## src/design/insdec_pkg.sv

```systemverilog
// Shared types and codes for the instruction decoder.
// No dependencies; used by insdec_core, lc4_instruction_decoder, decode_checker and testbench.
`timescale 1ns / 1ps
`default_nettype none
package insdec_pkg;

  localparam int InsWidth = 16;
  localparam int PcWidth  = 16;

  // Top opcode, bits 15:12
  localparam logic [3:0] OP_BR     = 4'd0;
  localparam logic [3:0] OP_CMP    = 4'd2;
  localparam logic [3:0] OP_JSR    = 4'd4;
  localparam logic [3:0] OP_LOGIC  = 4'd5;
  localparam logic [3:0] OP_LDR    = 4'd6;
  localparam logic [3:0] OP_STR    = 4'd7;
  localparam logic [3:0] OP_RTI    = 4'd8;
  localparam logic [3:0] OP_CONST  = 4'd9;
  localparam logic [3:0] OP_SHIFT  = 4'd10;
  localparam logic [3:0] OP_JMP    = 4'd12;
  localparam logic [3:0] OP_HICON  = 4'd13;
  localparam logic [3:0] OP_TRAP   = 4'd15;

  // Dense mnemonic codes
  localparam logic [4:0] MN_NOP     = 5'd0;
  localparam logic [4:0] MN_CMP     = 5'd8;
  localparam logic [4:0] MN_JSRR    = 5'd12;
  localparam logic [4:0] MN_JSR     = 5'd13;
  localparam logic [4:0] MN_AND     = 5'd14;
  localparam logic [4:0] MN_ANDI    = 5'd18;
  localparam logic [4:0] MN_LDR     = 5'd19;
  localparam logic [4:0] MN_STR     = 5'd20;
  localparam logic [4:0] MN_RTI     = 5'd21;
  localparam logic [4:0] MN_CONST   = 5'd22;
  localparam logic [4:0] MN_SLL     = 5'd23;
  localparam logic [4:0] MN_JMPR    = 5'd27;
  localparam logic [4:0] MN_JMP     = 5'd28;
  localparam logic [4:0] MN_HICONST = 5'd29;
  localparam logic [4:0] MN_TRAP    = 5'd30;

  // Logic group sub-codes, bits 5:3
  localparam logic [2:0] LOG_NOT = 3'd1;
  // Compare sub-codes, bits 8:7
  localparam logic [1:0] CMP_CMPI  = 2'd2;
  localparam logic [1:0] CMP_CMPIU = 2'd3;
  // Shift sub-codes, bits 5:4
  localparam logic [1:0] SH_MOD = 2'd3;

  // Address regions
  localparam logic [1:0] REG_CODE    = 2'd0;
  localparam logic [1:0] REG_DATA    = 2'd1;
  localparam logic [1:0] REG_OUTSIDE = 2'd2;
  localparam logic [PcWidth-1:0] CodeLimit = 16'h2000;
  localparam logic [PcWidth-1:0] DataLimit = 16'h8000;

  localparam int ResWidth  = 44;
  localparam int MDataWidth = 48;

  typedef struct packed {
    logic [1:0]         region;
    logic [15:0]        target;
    logic signed [10:0] immediate;
    logic [2:0]         second_reg;
    logic [2:0]         src_reg;
    logic [2:0]         dest_reg;
    logic               invalid;
    logic [4:0]         mnemonic;
  } dec_result_t;

endpackage
`default_nettype wire

```

## src/design/lc4_instruction_decoder.sv

```systemverilog
// Top level of the instruction decoder: input register, decode, result register.
// Depends on insdec_pkg and insdec_core.
//
// Usage:
//   Slave channel (s_tvalid/s_tready/s_tdata) takes one beat per instruction:
//   the 16-bit instruction word and the address it sits at.
//   Master channel (m_tvalid/m_tready/m_tdata) gives one beat per instruction:
//   mnemonic code, invalid flag, register fields, extended immediate,
//   branch/jump target and the address region class.
// Path: an accepted input beat passes the input register, the decode logic
//   and the result register before it reaches m_tdata.
// Throughput: 1 beat per cycle, sustained while m_tready stays high.
// Stall: when the receiver holds m_tready low the result register holds its
//   beat; the input register still takes one more beat, after which s_tready
//   drops until the result register drains. Nothing is dropped or repeated.
// Reset: rst (synchronous, active high) empties both registers; s_tready is
//   high in the first cycle after reset. There is no configuration and no
//   other state.
`timescale 1ns / 1ps
`default_nettype none
module lc4_instruction_decoder (
  input  wire logic        clk,
  input  wire logic        rst,
  input  wire logic        s_tvalid,
  output logic             s_tready,
  // [15:0] instruction, [31:16] pc
  input  wire logic [31:0] s_tdata,
  output logic             m_tvalid,
  input  wire logic        m_tready,
  // [4:0] mnemonic, [5] invalid, [8:6] dest_reg, [11:9] src_reg,
  // [14:12] second_reg, [25:15] immediate, [41:26] target, [43:42] region,
  // [47:44] zero
  output logic [insdec_pkg::MDataWidth-1:0] m_tdata
);

  // Input register
  logic                              s1_valid;
  logic [insdec_pkg::InsWidth-1:0]   s1_ins;
  logic [insdec_pkg::PcWidth-1:0]    s1_pc;

  // Result register
  insdec_pkg::dec_result_t dec;
  insdec_pkg::dec_result_t res_q;

  logic adv;   // result register can take a beat this cycle

  assign adv      = !m_tvalid || m_tready;
  assign s_tready = !s1_valid || adv;

  insdec_core u_core (
    .instruction (s1_ins),
    .pc          (s1_pc),
    .res         (dec)
  );

  always_ff @(posedge clk) begin
    if (rst) begin
      s1_valid <= 1'b0;
      m_tvalid <= 1'b0;
    end else begin
      if (s_tready) s1_valid <= s_tvalid;
      if (adv)      m_tvalid <= s1_valid;
    end
  end

  always_ff @(posedge clk) begin
    if (s_tvalid && s_tready) begin
      s1_ins <= s_tdata[15:0];
      s1_pc  <= s_tdata[31:16];
    end
    if (adv && s1_valid) res_q <= dec;
  end

  // Struct packs in the same order as the bus fields
  assign m_tdata = {{(insdec_pkg::MDataWidth - insdec_pkg::ResWidth){1'b0}}, res_q};

  // A held input beat moves on as soon as the result register is empty
  a_s1_moves: assert property (@(posedge clk) disable iff (rst)
    (s1_valid && !m_tvalid) |=> m_tvalid)
    else $error("input beat not moved into empty result register");

  // Unhandled opcode gives zero mnemonic, target, immediate and dest_reg
  a_invalid_zero: assert property (@(posedge clk) disable iff (rst)
    (m_tvalid && res_q.invalid) |->
      (res_q.mnemonic == insdec_pkg::MN_NOP && res_q.target == 16'd0 &&
       res_q.immediate == 11'sd0 && res_q.dest_reg == 3'd0))
    else $error("invalid opcode with nonzero fields");

  // NOP carries no target
  a_nop_target: assert property (@(posedge clk) disable iff (rst)
    (m_tvalid && res_q.mnemonic == insdec_pkg::MN_NOP) |-> (res_q.target == 16'd0))
    else $error("NOP with nonzero target");

  // Mnemonic stays inside the dense code range
  a_mn_range: assert property (@(posedge clk) disable iff (rst)
    m_tvalid |-> (res_q.mnemonic <= insdec_pkg::MN_TRAP))
    else $error("mnemonic out of range");

  // Region class follows the registered address
  a_region: assert property (@(posedge clk) disable iff (rst)
    (adv && s1_valid) |=>
      (res_q.region == ($past(s1_pc) < insdec_pkg::CodeLimit ? insdec_pkg::REG_CODE :
                        $past(s1_pc) < insdec_pkg::DataLimit ? insdec_pkg::REG_DATA :
                                                               insdec_pkg::REG_OUTSIDE)))
    else $error("region class mismatch");

endmodule
`default_nettype wire

```

## src/design/insdec_core.sv

```systemverilog
// Combinational decode of one instruction word and its address.
// Depends on insdec_pkg.
`timescale 1ns / 1ps
`default_nettype none
module insdec_core (
  input  wire logic [insdec_pkg::InsWidth-1:0] instruction,
  input  wire logic [insdec_pkg::PcWidth-1:0]  pc,
  output insdec_pkg::dec_result_t              res
);

  logic [3:0]         op;
  logic [2:0]         rd;
  logic [2:0]         rs;
  logic [2:0]         rt;
  logic signed [10:0] imm9;
  logic signed [10:0] imm11;
  logic [15:0]        br_target;
  logic [15:0]        jmp_target;

  assign op    = instruction[15:12];
  assign rd    = instruction[11:9];
  assign rs    = instruction[8:6];
  assign rt    = instruction[2:0];
  assign imm9  = {{2{instruction[8]}}, instruction[8:0]};
  assign imm11 = instruction[10:0];

  // pc + 1 + offset, wrapping at 16 bits
  assign br_target  = pc + 16'd1 + {{7{instruction[8]}}, instruction[8:0]};
  assign jmp_target = pc + 16'd1 + {{5{instruction[10]}}, instruction[10:0]};

  always_comb begin
    res            = '0;
    res.region     = (pc < insdec_pkg::CodeLimit) ? insdec_pkg::REG_CODE :
                     (pc < insdec_pkg::DataLimit) ? insdec_pkg::REG_DATA :
                                                    insdec_pkg::REG_OUTSIDE;
    unique case (op)
      insdec_pkg::OP_BR: begin
        res.mnemonic = {2'b00, rd};
        if (rd != 3'd0) begin
          res.immediate = imm9;
          res.target    = br_target;
        end
      end
      insdec_pkg::OP_CMP: begin
        res.mnemonic = insdec_pkg::MN_CMP + {3'b000, instruction[8:7]};
        res.src_reg  = rd;
        case (instruction[8:7])
          insdec_pkg::CMP_CMPI:  res.immediate = {{4{instruction[6]}}, instruction[6:0]};
          insdec_pkg::CMP_CMPIU: res.immediate = {4'b0000, instruction[6:0]};
          default:               res.second_reg = rt;
        endcase
      end
      insdec_pkg::OP_JSR: begin
        if (instruction[11]) begin
          res.mnemonic  = insdec_pkg::MN_JSR;
          res.immediate = imm11;
          res.target    = {pc[15], instruction[10:0], 4'b0000};
        end else begin
          res.mnemonic = insdec_pkg::MN_JSRR;
          res.src_reg  = rs;
        end
      end
      insdec_pkg::OP_LOGIC: begin
        res.dest_reg = rd;
        res.src_reg  = rs;
        if (instruction[5]) begin
          res.mnemonic  = insdec_pkg::MN_ANDI;
          res.immediate = {{6{instruction[4]}}, instruction[4:0]};
        end else begin
          res.mnemonic = insdec_pkg::MN_AND + {3'b000, instruction[4:3]};
          if (instruction[5:3] != insdec_pkg::LOG_NOT) res.second_reg = rt;
        end
      end
      insdec_pkg::OP_LDR, insdec_pkg::OP_STR: begin
        res.mnemonic  = (op == insdec_pkg::OP_LDR) ? insdec_pkg::MN_LDR
                                                   : insdec_pkg::MN_STR;
        res.dest_reg  = rd;
        res.src_reg   = rs;
        res.immediate = {{5{instruction[5]}}, instruction[5:0]};
      end
      insdec_pkg::OP_RTI: begin
        res.mnemonic = insdec_pkg::MN_RTI;
      end
      insdec_pkg::OP_CONST: begin
        res.mnemonic  = insdec_pkg::MN_CONST;
        res.dest_reg  = rd;
        res.immediate = imm9;
      end
      insdec_pkg::OP_SHIFT: begin
        res.mnemonic = insdec_pkg::MN_SLL + {3'b000, instruction[5:4]};
        res.dest_reg = rd;
        res.src_reg  = rs;
        if (instruction[5:4] == insdec_pkg::SH_MOD) res.second_reg = rt;
        else res.immediate = {7'b0000000, instruction[3:0]};
      end
      insdec_pkg::OP_JMP: begin
        if (instruction[11]) begin
          res.mnemonic  = insdec_pkg::MN_JMP;
          res.immediate = imm11;
          res.target    = jmp_target;
        end else begin
          res.mnemonic = insdec_pkg::MN_JMPR;
          res.src_reg  = rs;
        end
      end
      insdec_pkg::OP_HICON: begin
        res.mnemonic  = insdec_pkg::MN_HICONST;
        res.dest_reg  = rd;
        res.immediate = {3'b000, instruction[7:0]};
      end
      insdec_pkg::OP_TRAP: begin
        res.mnemonic  = insdec_pkg::MN_TRAP;
        res.immediate = {3'b000, instruction[7:0]};
      end
      default: begin
        res.invalid = 1'b1;  // opcodes 1, 3, 11, 14
      end
    endcase
  end

endmodule
`default_nettype wire

```

## config.mk

```make
export PLATFORM = sky130hd
export DESIGN_NAME = lc4_instruction_decoder
export DESIGN_NICKNAME = d
export VERILOG_FILES = /design/src/design/insdec_pkg.sv /design/src/design/lc4_instruction_decoder.sv /design/src/design/insdec_core.sv
export SDC_FILE = /design/constraint.sdc
export NUM_CORES = 1
export LEC_CHECK = 0
export ABC_AREA = 1
export BUFFER_PORTS_ARGS = -buffer_cell sky130_fd_sc_hd__buf_2
export CORE_ASPECT_RATIO = 0.8
export CORE_MARGIN = 5
export CORE_UTILIZATION = 50
export CTS_BUF_LIST = sky130_fd_sc_hd__clkbuf_4 sky130_fd_sc_hd__clkbuf_8
export DETAILED_ROUTE_END_ITERATION = 8
export GPL_TIMING_DRIVEN = 0
export PLACE_DENSITY = 0.7
export SETUP_SLACK_MARGIN = 0.4
export SYNTH_ARGS = -nofsm -noshare
export SYNTH_HDL_FRONTEND = slang
export SYNTH_SLANG_ARGS = --single-unit
```

## constraint.sdc

```tcl
create_clock -name clk -period 4.22 [get_ports clk]
set_clock_uncertainty 0.15 [all_clocks]
set_input_delay 0.211 -clock clk [delete_from_list [all_inputs] [get_ports clk]]
set_output_delay 0.211 -clock clk [all_outputs]
set_load 0.1 [all_outputs]
```

==> impl_metrics.xml <==
<?xml version="1.0" encoding="UTF-8"?>
<metrics>
  <group name="setup_path">
    <metric name="worst-endpoint-required" unit="ns">4.19</metric>
    <metric name="rr_startpoint" unit="">s1_pc[0]$_DFFE_PP_</metric>
    <metric name="reg2reg_to" unit="">m_tdata[41]$_DFFE_PP_</metric>
    <metric name="timing.critical_path.from_type" unit="">flip-flop</metric>
    <metric name="critical_path.max_fanout" unit="">4</metric>
    <metric name="timing_worst_setup_path_type" unit="">flip-flop to flip-flop</metric>
    <metric name="setup.reg_to_reg.worst_slack" unit="ns">1.21</metric>
    <metric name="critical_path_arrival" unit="ns">2.99</metric>
    <metric name="critPathCaptureType" unit="">flip-flop</metric>
    <metric name="reg2reg_depth" unit="">20</metric>
  </group>
  <group name="grt">
    <metric name="gr-total-overflow" unit="">0</metric>
    <metric name="grt_use_total" unit="%">21.9</metric>
    <metric name="grt_start_max_net_pins" unit="">33</metric>
    <metric name="antenna_found_initial" unit="">0</metric>
    <metric name="wire_length_of_the_first_global_routing_pass" unit="um">20400</metric>
    <metric name="via_count_of_the_first_global_routing_pass" unit="">4151</metric>
  </group>
  <group name="drt">
    <metric name="m1WireLength" unit="um">5780</metric>
    <metric name="ant_nets" unit="">0</metric>
    <metric name="route.top_layer_used" unit="">met4</metric>
    <metric name="routed-via-count" unit="">4202</metric>
    <metric name="met2_wirelength" unit="um">5970</metric>
    <metric name="drc" unit="">0</metric>
    <metric name="first_pass_iters" unit="">5</metric>
    <metric name="drt-total-wl" unit="um">12600</metric>
    <metric name="avgRoutedWirePerCell" unit="um">15.7</metric>
    <metric name="met3RoutedLength" unit="um">682</metric>
    <metric name="routed_via_density" unit="">5.25</metric>
    <metric name="dr.first_iter.drc_count" unit="">260</metric>
  </group>
  <group name="place">
    <metric name="placed_cells_incl_taps" unit="">750</metric>
    <metric name="buffer_ports.inserted" unit="">81</metric>
    <metric name="gpl.final_weighted_congestion" unit="">0.919</metric>
    <metric name="place_hpwl" unit="um">9320</metric>
  </group>
  <group name="finish">
    <metric name="drive_above_1_share" unit="%">20.7</metric>
    <metric name="final_nets" unit="">744</metric>
    <metric name="finish.utilization" unit="%">62.9</metric>
    <metric name="area.growth.synth_to_final" unit="%">23.5</metric>
    <metric name="layout.cells.non_filler" unit="">801</metric>
    <metric name="nFillCells" unit="">823</metric>
    <metric name="antennaDiodeCount" unit="">0</metric>
  </group>
  <group name="synth">
    <metric name="synth.distinct_cells" unit="">48</metric>
    <metric name="synth_ff_type" unit="">sky130_fd_sc_hd__edfxtp_1</metric>
    <metric name="synth.avg_cell_area" unit="um2">8.96</metric>
    <metric name="asyncSetResetFlopFracSynth" unit="%">0</metric>
    <metric name="yosys.area.top_type" unit="">sky130_fd_sc_hd__edfxtp_1</metric>
    <metric name="synthesis.area" unit="mm2">0.00489</metric>
    <metric name="synth.yosys.seq_area_share" unit="%">47.5</metric>
    <metric name="synth-warning-count" unit="">0</metric>
    <metric name="postSynthCellCount" unit="">546</metric>
    <metric name="yosys.area.top_type_share" unit="%">46.6</metric>
    <metric name="synth_enable_flop_cells" unit="">76</metric>
    <metric name="synth_area_leaders" unit="">sky130_fd_sc_hd__edfxtp_1 (47%), sky130_fd_sc_hd__nand2_1 (9.1%), sky130_fd_sc_hd__ha_1 (7.7%), sky130_fd_sc_hd__inv_1 (5.5%), sky130_fd_sc_hd__nand3_1 (4.6%)</metric>
    <metric name="synth_seq_cells" unit="">78</metric>
  </group>
  <group name="timing">
    <metric name="final_period_minus_worst_setup_slack" unit="ns">3.01</metric>
    <metric name="final-max-slew-violation-count" unit="">0</metric>
    <metric name="setup_viol_count_final" unit="">0</metric>
    <metric name="timing.setup.tns" unit="ns">0</metric>
    <metric name="timing.max_slew.rel_slack" unit="%">8.53</metric>
    <metric name="rsz_0062_raised_after_global_routing" unit="">no</metric>
    <metric name="finalCritPeriodShare" unit="%">71.4</metric>
    <metric name="transition_at_the_pin_with_the_smallest_max_transition_slack" unit="ns">1.37</metric>
    <metric name="fmax" unit="MHz">332</metric>
    <metric name="hold_viol" unit="">0</metric>
  </group>
  <group name="clock_network">
    <metric name="cts.sinks" unit="">78</metric>
    <metric name="insertion_delay_to_the_later_sink_of_the_worst_skew_pair" unit="ns">0.38</metric>
    <metric name="clockRootBuffer" unit="">sky130_fd_sc_hd__clkbuf_8</metric>
    <metric name="cts-buffers-inserted" unit="">9</metric>
    <metric name="clockBufferDepth" unit="">2</metric>
    <metric name="cts_htree_levels" unit="">3</metric>
    <metric name="cts_tree" unit="">built</metric>
    <metric name="cts.clk_slew.worst_paths" unit="ns">0.10</metric>
  </group>
  <group name="min_path">
    <metric name="min_delay_src" unit="">m_tready</metric>
    <metric name="min-delay-path-class" unit="">input port to flip-flop</metric>
    <metric name="worst_hold_path.endpoint" unit="">s1_valid$_SDFFE_PP0N_</metric>
    <metric name="hold_depth" unit="">4</metric>
  </group>
  <group name="floorplan">
    <metric name="die_height" unit="um">98.5</metric>
    <metric name="coreArea" unit="mm2">0.00961</metric>
    <metric name="placement_rows" unit="">32</metric>
    <metric name="die_x" unit="um">121</metric>
    <metric name="die_area" unit="mm2">0.0119</metric>
    <metric name="initial_utilization" unit="%">50.9</metric>
    <metric name="design.portCount" unit="">86</metric>
  </group>
  <group name="pwr">
    <metric name="power.density_cell_area" unit="mW/mm2">342</metric>
    <metric name="vdd_ir_drop_max" unit="mV">0.220</metric>
    <metric name="cellLeakagePower" unit="nW">2.86</metric>
  </group>
  <group name="run">
    <metric name="cap_violations" unit="">0</metric>
  </group>
  <group name="outcome">
    <metric name="status" unit="">finished clean</metric>
  </group>
</metrics>
sequential cells by signal, summed over array words and instances, names as in the netlist:
signal and flops:
s1_ins 16, m_tvalid 1, s1_valid 1, m_tdata 44
s1_pc 16
routing by layer:
metal,vias up,global-route usage [%]
met5,-,0
met2,120,37.6
met3,14,4.19
li1,2116,-
met1,1952,28.5
met4,0,5.92
layout by cell type, fill, tap and decap left out, types with 9 or more instances in the layout:
master / n
sky130_fd_sc_hd__inv_1: 72
sky130_fd_sc_hd__ha_1: 30
sky130_fd_sc_hd__dlygate4sd3_1: 35
sky130_fd_sc_hd__nor2_1: 51
sky130_fd_sc_hd__a21oi_1: 29
sky130_fd_sc_hd__inv_2: 9
sky130_fd_sc_hd__o21ai_0: 10
sky130_fd_sc_hd__buf_2: 81
sky130_fd_sc_hd__nand2_1: 119
sky130_fd_sc_hd__clkbuf_8: 9
sky130_fd_sc_hd__nand3_1: 45
sky130_fd_sc_hd__nor3_1: 9
sky130_fd_sc_hd__edfxtp_1: 76
worst max path at each step:
stage	startpoint	end	slack (ns)	depth (start not counted)
floorplan	m_tvalid$_SDFFE_PP0P_	m_tdata[0]$_DFFE_PP_	0.62	1
global placement	s1_valid$_SDFFE_PP0N_	m_tdata[39]$_DFFE_PP_	0.05	2
detailed placement	s1_pc[0]$_DFFE_PP_	m_tdata[41]$_DFFE_PP_	1.23	17
CTS	s1_pc[0]$_DFFE_PP_	m_tdata[36]$_DFFE_PP_	1.21	13
global route	s1_pc[0]$_DFFE_PP_	m_tdata[41]$_DFFE_PP_	0.76	20
finish	s1_pc[0]$_DFFE_PP_	m_tdata[41]$_DFFE_PP_	1.21	20
repair_timing:
item | 4_1_cts | 5_1_grt
hold buffers | 35 | 0
setup buffers | 0 | 0
endpoints found under the hold margin | 34 | 0
gates resized for setup | 0 | 0
through the flow:
step	total power [W]	setup slack, ns	cell area, um2	hold WS, ns
after floorplan	0.00136	0.616	4900	0.130
after global placement	0.00146	0.0539	5460	0.231
after detailed placement	0.00147	1.23	5490	0.234
after CTS	0.00207	1.21	6040	0.0526
after global routing	0.00216	0.762	6040	0.131
final	0.00207	1.21	6040	0.101
power by group:
group          leakage [nW]  switching (W)  internal [W]
combinational          1.99       0.000394      0.000160
sequential            0.765      0.0000328      0.000901
clock                 0.104       0.000296      0.000284
total                  2.86       0.000722       0.00134
critical path, cell delays in order, from the launching register on:
cell                       delay, ns
sky130_fd_sc_hd__edfxtp_1       0.38
sky130_fd_sc_hd__ha_1           0.18
sky130_fd_sc_hd__nand2_1        0.09
sky130_fd_sc_hd__nor2_1         0.27
sky130_fd_sc_hd__nand2_1        0.10
sky130_fd_sc_hd__nor2_1         0.13
sky130_fd_sc_hd__nand2_1        0.11
sky130_fd_sc_hd__nor3_1         0.15
sky130_fd_sc_hd__a21oi_1        0.06
sky130_fd_sc_hd__inv_1          0.11
sky130_fd_sc_hd__ha_1           0.27
sky130_fd_sc_hd__nand2_1        0.13
sky130_fd_sc_hd__inv_1          0.05
sky130_fd_sc_hd__nand2_1        0.06
sky130_fd_sc_hd__nand2_1        0.04
sky130_fd_sc_hd__a21oi_1        0.12
sky130_fd_sc_hd__nand2_1        0.10
sky130_fd_sc_hd__inv_1          0.06
sky130_fd_sc_hd__nand2_1        0.05
sky130_fd_sc_hd__nand3_1        0.06
sky130_fd_sc_hd__nand3_1        0.11
cells by family after synthesis:
| family | Yosys count | share of synthesized area (%) |
|---|---|---|
| buffers and inverters | 86 | 6.91 |
| AO/OA/AOI/OAI | 77 | 9.97 |
| AND/OR/NAND/NOR | 259 | 25.0 |
| flip-flops | 78 | 47.5 |
| adder cells (fa/ha/maj) | 31 | 8.08 |
| XOR/XNOR | 14 | 2.51 |
| other | 1 | 0.0767 |
synthesized netlist by cell type, types with 3 or more instances:
library cell                count
sky130_fd_sc_hd__nand2_1      119
sky130_fd_sc_hd__a21oi_1       30
sky130_fd_sc_hd__o21bai_1       4
sky130_fd_sc_hd__nor2_4         5
sky130_fd_sc_hd__nor2_1        51
sky130_fd_sc_hd__nand3b_1       6
sky130_fd_sc_hd__nand2_4        3
sky130_fd_sc_hd__buf_4          4
sky130_fd_sc_hd__o2111ai_1      3
sky130_fd_sc_hd__nand3_1       45
sky130_fd_sc_hd__o22ai_1        8
sky130_fd_sc_hd__xor2_1         8
sky130_fd_sc_hd__a211oi_1       3
sky130_fd_sc_hd__or2_2          5
sky130_fd_sc_hd__a31oi_1        5
sky130_fd_sc_hd__ha_1          30
sky130_fd_sc_hd__o21ai_0       10
sky130_fd_sc_hd__inv_2          9
sky130_fd_sc_hd__nor3_1         9
sky130_fd_sc_hd__inv_1         72
sky130_fd_sc_hd__xnor2_1        6
sky130_fd_sc_hd__nor2_2         3
sky130_fd_sc_hd__edfxtp_1      76
final cells by class:
class / instances / area (um2) / area share, %
Buffer: 5 / 33.8 / 0.559
Clock buffer: 10 / 131 / 2.17
Clock inverter: 6 / 70.1 / 1.16
Inverter: 81 / 304 / 5.03
Multi-Input combinational cell: 385 / 2250 / 37.3
Sequential cell: 78 / 2320 / 38.4
Tap cell: 119 / 149 / 2.46
Timing Repair Buffer: 117 / 776 / 12.8
Note: power is estimated with default switching activity, not from simulation.
